### src/hw/rtl/vntv_pkg.sv
// ----------------------------------------------------------------------------
// vntv_pkg
// Shared types and constants of the value noise terrain voxel block.
// ----------------------------------------------------------------------------
package vntv_pkg;

  // voxel edge of one chunk, as a shift
  localparam int unsigned ChunkShift = 4;

  // world coordinate width: 16 bit chunk plus local offset
  localparam int unsigned WorldW = 16 + ChunkShift + 1;

  // noise coordinate width: world times unsigned 16 bit scale
  localparam int unsigned PosW = WorldW + 17;

  // hash multipliers
  localparam logic [31:0] MulX   = 32'd374761393;
  localparam logic [31:0] MulY   = 32'd668265263;
  localparam logic [31:0] MulFin = 32'd1274126177;

  // register reset values
  localparam logic [31:0] SeedRst  = 32'd0;
  localparam logic [15:0] ScaleRst = 16'd3277;
  localparam logic [7:0]  AmpRst   = 8'd8;
  localparam logic [20:0] BaseRst  = 21'sd32;

  // register indexes
  typedef enum logic [1:0] {
    RegSeed  = 2'd0,
    RegScale = 2'd1,
    RegAmp   = 2'd2,
    RegBase  = 2'd3
  } reg_idx_e;

  // terrain classes
  typedef enum logic [1:0] {
    KindAir   = 2'd0,
    KindStone = 2'd1,
    KindDirt  = 2'd2,
    KindGrass = 2'd3
  } kind_e;

  localparam logic [5:0] LightAir = 6'd63;
  localparam logic [5:0] LightSolid = 6'd0;

  // word passed from front to back
  typedef struct packed {
    logic [31:0] cell_x;
    logic [31:0] cell_z;
    logic [15:0] frac_x;
    logic [15:0] frac_z;
    logic signed [WorldW-1:0] world_y;
  } front_word_t;

  // config registers as seen by the datapath
  typedef struct packed {
    logic [31:0]        seed;
    logic [15:0]        scale;
    logic [7:0]         amp;
    logic signed [20:0] base;
  } cfg_t;

  // result word
  typedef struct packed {
    logic [1:0]         kind;
    logic [5:0]         light;
    logic [15:0]        noise;
    logic signed [21:0] height;
  } result_t;

endpackage

### src/hw/rtl/vntv_queue.sv
// ----------------------------------------------------------------------------
// vntv_queue
// Small queue between the front and the back of the voxel pipeline.
// ----------------------------------------------------------------------------
module vntv_queue (
  input  logic                  clk_i,
  input  logic                  rst_ni,
  input  logic                  push_i,
  input  vntv_pkg::front_word_t wdata_i,
  input  logic                  pop_i,
  output logic                  empty_o,
  output logic [2:0]            count_o,
  output vntv_pkg::front_word_t rdata_o
);

  vntv_pkg::front_word_t mem_q [4];
  logic [1:0] wp_q, rp_q;
  logic [2:0] cnt_q;

  always_ff @(posedge clk_i or negedge rst_ni) begin
    if (!rst_ni) begin
      wp_q  <= '0;
      rp_q  <= '0;
      cnt_q <= '0;
    end else begin
      if (push_i) wp_q <= wp_q + 2'd1;
      if (pop_i) rp_q <= rp_q + 2'd1;
      cnt_q <= cnt_q + 3'(push_i) - 3'(pop_i);
    end
  end

  // storage
  always_ff @(posedge clk_i) begin
    if (push_i) mem_q[wp_q] <= wdata_i;
  end

  assign rdata_o = mem_q[rp_q];
  assign empty_o = (cnt_q == 3'd0);
  assign count_o = cnt_q;

endmodule

### config.mk
export PLATFORM = sky130hd
export DESIGN_NAME = vntv_queue
export DESIGN_NICKNAME = d
export VERILOG_FILES = /design/src/hw/rtl/vntv_pkg.sv /design/src/hw/rtl/vntv_queue.sv
export SDC_FILE = /design/constraint.sdc
export NUM_CORES = 1
export LEC_CHECK = 0
export ABC_CLOCK_PERIOD_IN_PS = 3900
export BUFFER_PORTS_ARGS = -buffer_cell sky130_fd_sc_hd__buf_2
export CAP_MARGIN = 20
export CORE_ASPECT_RATIO = 0.6
export CORE_MARGIN = 5
export CORE_UTILIZATION = 34
export DETAILED_ROUTE_END_ITERATION = 8
export GPL_TIMING_DRIVEN = 0
export SYNTH_ARGS = -nofsm -noshare
export SYNTH_HDL_FRONTEND = slang
export SYNTH_SLANG_ARGS = --single-unit
### constraint.sdc
create_clock -name clk_i -period 3.9 [get_ports clk_i]
set_input_delay 0.39 -clock clk_i [delete_from_list [all_inputs] [get_ports clk_i]]
set_output_delay 0.39 -clock clk_i [all_outputs]
set_load 0.005 [all_outputs]
==> impl_metrics.yaml <==
global_route:
  grt_max_degree: 56
  grt_pass1_wl_um: 52990
  grt_pass1_vias: 8456
  grtUsageTotal_pct: 12.52
  antenna_found_initial: 4
  overflow: 0
cts:
  clock_sinks: 475
  cts-root-buf: "clkbuf_16"
  cts_made_buffers: 45
  cts_tree: "built"
  htreeDepth: 2
  path_clk_slew_ps: 60
  cts_resized: 0
  clock_path_buffers: 3
  worstSkewPairLatency_ps: 540
floorplanning:
  initial_core_util_pct: 34.20
  coreArea_sq_mm: 0.05077
  die_x_um: 301.7
  die_y_um: 185.0
  die-area_sq_mm: 0.05583
  ios: 242
  rows: 64
logic_synthesis:
  synth_area_sq_mm: 0.01736
  ys_types: 17
  yosys_warnings: 0
  synth_cells: 644
  ys_seq_area_share_pct: 81.96
  yosysTopAreaCellShare_pct: 80.95
  yosys-top-cells-area: "edfxtp_1, mux4_2, buf_12"
  synth_top_area_cell: "edfxtp_1"
  ys_seq_elements: 475
  syn-num-nets: 772
  syn_area_per_cell_sq_um: 26.96
cells_and_area:
  multi_input_area_sq_mm: 0.002826
  nets: 1069
  utilization_pct: 41.53
  fillers: 4495
  final_common_cell: "edfxtp_1"
  syn2layout_area_growth_pct: 21.44
  most-common-layout-cells: "edfxtp_1, buf_2, mux4_2"
  drive_above_1_share_pct: 46.55
  register_area_sq_mm: 0.01423
detailed_routing:
  ant_nets: 0
  vias_per_cell: 4.658
  drt-pass1-iter-count: 5
  wl_um: 35140
  wire_per_inst_um: 21.09
  drc_errors: 0
  vias: 7761
  drt-initial-drc-count: 432
power_and_ir_drop:
  p_leak_nw: 7.131
  ir_worst_vdd_mv: 0.4354
  power_density_mw_per_mm2: 741.9
timing:
  whs_ps: 58.73
  skew_ps: 19.28
  maxSlewHeadroom_pct: 33.00
  hold_violations: 0
  final_max_slew_viol_count: 0
  worst_pin_slew_ps: 1005
  setup_violations: 0
  fmax_ghz: 0.3488
  fin_crit_sh_pct: 73.50
  period_minus_slack_ps: 2867
  rsz0062_at_grt: "no"
placement:
  place_hpwl_um: 22570
  place_congestion: 0.6674
  portBuffers: 241
hold_path:
  hold_path_class: "in2reg"
worst_setup_path:
  crit_path_max_fanout: 10
  critPathRequiredTime_ps: 3510
  worstSetupPathType: "reg2out"
  cp-start-kind: "flop"
  cp.arrival_ps: 2480
  endpoint_kind: "output port"
run_status:
  status: "finished clean"
run:
  maxCapViolations: 0
-- metal layers --
metal	up-vias	global-route usage, %	routed length, um
met5	-	0	34
met4	6	2.717	666
met3	54	3.292	2232
met2	188	19.59	16370
met1	4136	17.92	15840
li1	3377	-	-
-- registers in the layout, indices dropped and copies added (netlist names) --
| register | cells |
|---|---|
| mem_q | 468 |
| count_o | 3 |
| rp_q | 2 |
| wp_q | 2 |
-- synth_stat cells, drive strengths merged --
library cell  count
xor2              2
o21ai             1
nor3              1
dfrtp             7
nand2             2
ha                6
mux4            117
edfxtp          468
fa                1
xnor2             3
inv               6
and2              4
buf              19
clkbuf            7
-- critical path, stage by stage, from the launching register on --
cell      delay (ps)
dfrtp_1          330
buf_4            220
clkbuf_1         770
mux4_2           440
buf_2            160
-- report_power, final --
group / switching [W] / leakage (nW) / internal [W]
clock network: 0.00181 / 0.692 / 0.00239
registers: 0.000187 / 4.38 / 0.00666
logic: 0.00232 / 2.06 / 0.00227
total: 0.00432 / 7.13 / 0.0113
-- timing repair --
action	4_1_cts	5_1_grt
hold buffers	1	0
setup endpoints to repair	0	0
setup buffers	0	0
hold endpoints to repair	7	0
-- per-stage QoR --
| step | area, sq um | instances | setup slack [ps] | total power (W) | TNS (ps) |
|---|---|---|---|---|---|
| 2_1_floorplan | 17360 | 644 | 98.33 | 0.009775 | 0 |
| 3_3_place_gp | 19430 | 1578 | -2284 | 0.01176 | -1020390 |
| 3_5_place_dp | 19660 | 1586 | 1521 | 0.01174 | 0 |
| 4_1_cts | 21080 | 1664 | 906.8 | 0.01601 | 0 |
| 5_1_grt | 21080 | 1665 | 883.6 | 0.01653 | 0 |
| 6_report | 21080 | 1666 | 1033 | 0.01564 | 0 |
-- cell families after synthesis --
group / count (synthesis) / synth area share (%)
buffers and inverters: 32 / 1.816
AO/OA/AOI/OAI: 1 / 0.02880
XOR/XNOR: 5 / 0.2523
flip-flops: 475 / 81.96
multiplexers: 117 / 15.18
AND/OR/NAND/NOR: 7 / 0.2162
adder cells (fa/ha/maj): 7 / 0.5477
-- final timing paths --
| kind | from | depth (start not counted) | endpoint | slack (ps) |
|---|---|---|---|---|
| worst max-delay path | rp_q[1]$_DFFE_PN0P_ | 4 | rdata_o[49] | 1030 |
| worst min-delay path | wdata_i[24] | 1 | mem_q[0][24]$_DFFE_PP_ | 60 |
| worst max register to register | wp_q[0]$_DFFE_PN0P_ | 4 | mem_q[2][73]$_DFFE_PP_ | 2110 |
| worst min register to register | wp_q[0]$_DFFE_PN0P_ | 1 | wp_q[0]$_DFFE_PN0P_ | 540 |
| max in group asynchronous | rst_ni | 2 | wp_q[1]$_DFFE_PN0P_ | 3510 |
| min in group asynchronous | rst_ni | 2 | count_o[0]$_DFF_PN0_ | 220 |
-- final cells by class --
class | count | area share [%]
well taps | 693 | 4.113
inverters | 6 | 0.1068
flip-flops and latches | 475 | 67.49
diodes | 2 | 0.02374
clock buffers | 53 | 5.685
plain buffers | 26 | 1.389
clock inverters | 24 | 0.9733
repair buffers | 250 | 6.813
multi-input cells | 137 | 13.41
No activity file was read; power rests on OpenSTA's default activity.
