## config.mk

```make
export PLATFORM = sky130hd
export DESIGN_NAME = vntv_front
export DESIGN_NICKNAME = d
export VERILOG_FILES = /design/src/hw/rtl/vntv_pkg.sv /design/src/hw/rtl/vntv_front.sv
export SDC_FILE = /design/constraint.sdc
export NUM_CORES = 2
export LEC_CHECK = 0
export CORE_UTILIZATION = 54
export DETAILED_ROUTE_END_ITERATION = 16
export DONT_BUFFER_PORTS = 1
export PLACE_DENSITY = 0.74
export SYNTH_ARGS = -nofsm -noshare
export SYNTH_HDL_FRONTEND = slang
export SYNTH_SLANG_ARGS = --single-unit
```

## constraint.sdc

```tcl
create_clock -name clk_i -period 7.05 [get_ports clk_i]
set_input_delay 0 -clock clk_i [delete_from_list [all_inputs] [get_ports clk_i]]
set_output_delay 0 -clock clk_i [all_outputs]
set_load 0.05 [all_outputs]
```

## src/hw/rtl/vntv_pkg.sv

```systemverilog
// ----------------------------------------------------------------------------
// vntv_pkg
// Shared types and constants of the value noise terrain voxel block.
// ----------------------------------------------------------------------------
package vntv_pkg;

  // voxel edge of one chunk, as a shift
  localparam int unsigned ChunkShift = 4;

  // world coordinate width: 16 bit chunk plus local offset
  localparam int unsigned WorldW = 16 + ChunkShift + 1;

  // noise coordinate width: world times unsigned 16 bit scale
  localparam int unsigned PosW = WorldW + 17;

  // hash multipliers
  localparam logic [31:0] MulX   = 32'd374761393;
  localparam logic [31:0] MulY   = 32'd668265263;
  localparam logic [31:0] MulFin = 32'd1274126177;

  // register reset values
  localparam logic [31:0] SeedRst  = 32'd0;
  localparam logic [15:0] ScaleRst = 16'd3277;
  localparam logic [7:0]  AmpRst   = 8'd8;
  localparam logic [20:0] BaseRst  = 21'sd32;

  // register indexes
  typedef enum logic [1:0] {
    RegSeed  = 2'd0,
    RegScale = 2'd1,
    RegAmp   = 2'd2,
    RegBase  = 2'd3
  } reg_idx_e;

  // terrain classes
  typedef enum logic [1:0] {
    KindAir   = 2'd0,
    KindStone = 2'd1,
    KindDirt  = 2'd2,
    KindGrass = 2'd3
  } kind_e;

  localparam logic [5:0] LightAir = 6'd63;
  localparam logic [5:0] LightSolid = 6'd0;

  // word passed from front to back
  typedef struct packed {
    logic [31:0] cell_x;
    logic [31:0] cell_z;
    logic [15:0] frac_x;
    logic [15:0] frac_z;
    logic signed [WorldW-1:0] world_y;
  } front_word_t;

  // config registers as seen by the datapath
  typedef struct packed {
    logic [31:0]        seed;
    logic [15:0]        scale;
    logic [7:0]         amp;
    logic signed [20:0] base;
  } cfg_t;

  // result word
  typedef struct packed {
    logic [1:0]         kind;
    logic [5:0]         light;
    logic [15:0]        noise;
    logic signed [21:0] height;
  } result_t;

endpackage

```

## src/hw/rtl/vntv_front.sv

```systemverilog
// ----------------------------------------------------------------------------
// vntv_front
// Forms world coordinates and splits x and z into lattice cell and fraction.
// ----------------------------------------------------------------------------
module vntv_front (
  input  logic                  clk_i,
  input  logic                  rst_ni,
  input  logic                  stall_i,
  input  logic                  valid_i,
  input  logic signed [15:0]    chunk_x_i,
  input  logic signed [15:0]    chunk_y_i,
  input  logic signed [15:0]    chunk_z_i,
  input  logic [3:0]            local_x_i,
  input  logic [3:0]            local_y_i,
  input  logic [3:0]            local_z_i,
  input  logic [15:0]           scale_i,
  output logic                  valid_o,
  output vntv_pkg::front_word_t word_o
);

  localparam int unsigned Ww = vntv_pkg::WorldW;
  localparam int unsigned Pw = vntv_pkg::PosW;

  logic signed [Ww-1:0] wx_d, wy_d, wz_d, wx_q, wy_q, wz_q;
  logic                 v1_q, v2_q;
  logic signed [Pw-1:0] px, pz;
  vntv_pkg::front_word_t word_q;

  // world coordinates
  always_comb begin
    wx_d = (Ww'(chunk_x_i) <<< vntv_pkg::ChunkShift) + Ww'({1'b0, local_x_i});
    wy_d = (Ww'(chunk_y_i) <<< vntv_pkg::ChunkShift) + Ww'({1'b0, local_y_i});
    wz_d = (Ww'(chunk_z_i) <<< vntv_pkg::ChunkShift) + Ww'({1'b0, local_z_i});
  end

  // scaled positions
  assign px = Pw'(wx_q) * $signed({1'b0, scale_i});
  assign pz = Pw'(wz_q) * $signed({1'b0, scale_i});

  always_ff @(posedge clk_i or negedge rst_ni) begin
    if (!rst_ni) begin
      v1_q <= 1'b0;
      v2_q <= 1'b0;
    end else if (!stall_i) begin
      v1_q <= valid_i;
      v2_q <= v1_q;
    end
  end

  // stage registers
  always_ff @(posedge clk_i) begin
    if (!stall_i) begin
      wx_q <= wx_d;
      wy_q <= wy_d;
      wz_q <= wz_d;
      word_q.cell_x  <= 32'(px >>> 16);
      word_q.cell_z  <= 32'(pz >>> 16);
      word_q.frac_x  <= px[15:0];
      word_q.frac_z  <= pz[15:0];
      word_q.world_y <= wy_q;
    end
  end

  assign valid_o = v2_q;
  assign word_o  = word_q;

endmodule

```

==> impl_metrics.env <==
export IMPL_path_class="reg2reg"
export IMPL_cts_sinks=158
export IMPL_yosys_area_share_adder_pct=52.6
export IMPL_io_pins=198
export IMPL_gp_congestion=0.882
export IMPL_cts_tree="yes"
export IMPL_fmaxAchievable_mhz=147
export IMPL_drt_met1_wl_um=24700
export IMPL_die_w_um=235
export IMPL_crit_family="adder cells"
export IMPL_crit_arrival_ns=7.04
export IMPL_dp_hpwl_um=49600
export IMPL_rows=84
export IMPL_finClkSkew_ns=0.0195
export IMPL_synth_commonest_cells="809 x inv_1, 650 x fa_1, 395 x nand2_1, 263 x and2_1, 188 x ha_1"
export IMPL_cts_buffers=17
export IMPL_grt_max_degree=62
export IMPL_ys_warn_count=0
export IMPL_drt_wl_total_um=64300
export IMPL_highest_layer="met5"
export IMPL_outcome="finished clean"
export IMPL_drive_gt1_share_pct=3.05
export IMPL_dieHeight_um=235
export IMPL_syn_inst=2946
export IMPL_track_usage_pct=25.2
export IMPL_cts_root_buf="clkbuf_16"
export IMPL_synth_edff_count=156
export IMPL_crit_slowest_cell="edfxtp_1"
export IMPL_end_kind="flop"
export IMPL_vias_per_cell=5.32
export IMPL_wl_met3_um=4050
export IMPL_clk_latency_ns=0.51
export IMPL_grt_pass1_wl_um=109000
export IMPL_crit_buf_inv=3
export IMPL_setup_violations_final=0
export IMPL_hold_class="in2reg"
export IMPL_wl_met2_um=33600
export IMPL_h_tree_depth=4
export IMPL_period_share_pct=96.4
export IMPL_avgSynthCellArea_um2=9.92
export IMPL_first_pass_iters=5
export IMPL_synth_top_family_by_area="adder cells"
export IMPL_drc=0
export IMPL_synth_simple_area_share_pct=12.5
export IMPL_start_kind="flop"
export IMPL_start_util_pct=55.2
export IMPL_max_cap_violations=0
export IMPL_fin_nets=3853
export IMPL_syn_num_nets=3864
export IMPL_netlist_area_leader_share_pct=44.5
export IMPL_synthTopCellsByArea="fa_1 45%, edfxtp_1 16%, inv_1 10%, ha_1 8.1%, and2_1 5.6%"
export IMPL_synth_yosys_seq_area_share_pct=16.2
export IMPL_hold_viol_final=0
export IMPL_drtAntennaViolNets=0
export IMPL_required_ns=7.29
export IMPL_synth_ff_type="edfxtp_1"
export IMPL_muxShareOfSynthArea_pct=0.0771
export IMPL_synth_compound_area_share_pct=4.15
export IMPL_synth_most_common_cell="inv_1"
export IMPL_clockBufferDepth=2
export IMPL_antenna_found_initial=6
export IMPL_area_growth_pct=6.46
export IMPL_cpPeakStageDelay_ns=0.83
export IMPL_yosys_area_top_type="fa_1"
export IMPL_ctsResizeCount=0
export IMPL_io_buffers=0
export IMPL_drv_slew=0
export IMPL_crit_chain="nand2_1 -> fa_1 -> fa_1 -> fa_1 -> fa_1 -> inv_1 -> fa_1 -> inv_1 -> fa_1 -> inv_1 -> ha_1 -> a21o_1 -> a21o_1 -> a21o_1 -> o21ai_1 -> a21oi_1 -> o21ai_1 -> o211ai_1 -> nand4_1 -> o311ai_1"
export IMPL_first_iter_violations=1255
export IMPL_synth_seq_cells=158
export IMPL_grt_pass1_vias=22000
export IMPL_synth_cell_types=62
export IMPL_critPathMostFrequentCell="fa_1"
export IMPL_async_flop_share_pct=1.27
export IMPL_crit_fanout=16
export IMPL_vias=19300
export IMPL_path_clk_slew_ns=0.09
export IMPL_syn_cell_area_um2=29200
export IMPL_post_drt_wl_per_cell_um=17.7
export IMPL_slew_headroom_pct=27.0
export IMPL_core_area_um2=53000
export IMPL_synth_xor_area_share_pct=2.07
export IMPL_rsz0062_at_grt="no"
export IMPL_overflow=0
export IMPL_dieArea_um2=55000
export IMPL_tns_ns=0
export IMPL_worstMarginPinSlew_ns=1.10
export IMPL_layout_min_cycle_time_ns=6.80
through the flow:
step	worst slack, ns	hold slack, ns	cells	util (%)	cell area, um2
after global routing	0.0696	0.0899	3639	58.7	31100
after detailed placement	0.402	-0.296	3530	56.1	29700
final	0.250	0.0687	3640	58.7	31100
after global placement	0.497	-0.296	3530	56.1	29700
after CTS	0.367	0.0354	3630	58.5	31000
after floorplan	0.929	-0.296	2946	-	29200
worst paths after layout:
path / from / end / slack [ns] / depth (start not counted)
min in group asynchronous: rst_ni / v1_q / 0.27 / 2
worst min-delay path: scale_i[0] / word_o[23] / 0.07 / 4
worst max-delay path: wz_q[10] / word_o[72] / 0.25 / 20
worst min register to register: wy_q[16] / word_o[16] / 0.42 / 0
worst max register to register: wz_q[10] / word_o[72] / 0.25 / 20
max in group asynchronous: rst_ni / valid_o / 6.65 / 2
cell usage in the layout (no fill, tap or decap), drive strengths merged, types with 3 or more instances in the layout:
| master | n |
|---|---|
| a2111oi | 4 |
| a211o | 3 |
| a211oi | 7 |
| a21o | 33 |
| a21oi | 55 |
| a31o | 6 |
| a31oi | 5 |
| and2 | 263 |
| and3 | 4 |
| and4 | 3 |
| buf | 35 |
| clkbuf | 17 |
| clkinv | 5 |
| diode | 4 |
| dlygate4sd3 | 68 |
| edfxtp | 156 |
| fa | 650 |
| ha | 188 |
| inv | 817 |
| nand2 | 395 |
| nand2b | 4 |
| nand3 | 19 |
| nand4 | 3 |
| nor2 | 46 |
| nor2b | 5 |
| nor3 | 11 |
| o211ai | 3 |
| o21a | 12 |
| o21ai | 24 |
| o21bai | 4 |
| o31ai | 3 |
| or3 | 3 |
| xnor2 | 55 |
| xor2 | 14 |
state kept, by name, summed over array words and instances (netlist names):
| register | count |
|---|---|
| v1_q | 1 |
| valid_o | 1 |
| wz_q | 20 |
| wy_q | 20 |
| wx_q | 20 |
| word_o | 96 |
per-layer routing:
layer	GRT usage [%]	vias to the layer above
met2	44.8	628
li1	-	8578
met1	30.2	10000
met3	5.05	129
met5	0	-
met4	9.45	4
kinds of logic (layout without fill, tap and decap cells):
group,Yosys count,after routing
AND/OR/NAND/NOR,761,761
buffers and inverters,942,944
adder cells (fa/ha/maj),838,838
multiplexers,2,2
flip-flops,158,158
other,0,4
XOR/XNOR,69,69
AO/OA/AOI/OAI,176,176
worst min-delay path: stages:
cell and delay, ns:
and2_1 0.11, ha_1 0.12, ha_1 0.12, ha_1 0.11
repair_timing:
action                                  CTS  global route
endpoints found under the setup margin    0             3
setup buffers                             0             6
hold buffers                             68             0
hold endpoints to repair                119             0
final cells by class:
class                   instances  area [um2]
repair buffers                103        1020
diodes                          4        10.0
multi-input cells            1846       20800
clock inverters                15         169
flip-flops and latches        158        4730
fillers                      4549       21900
clock buffers                  17         425
inverters                     809        3040
well taps                     688         861
Power is not shown: default switching activity piles up to over one toggle a cycle in this logic, so the estimate is an artifact.
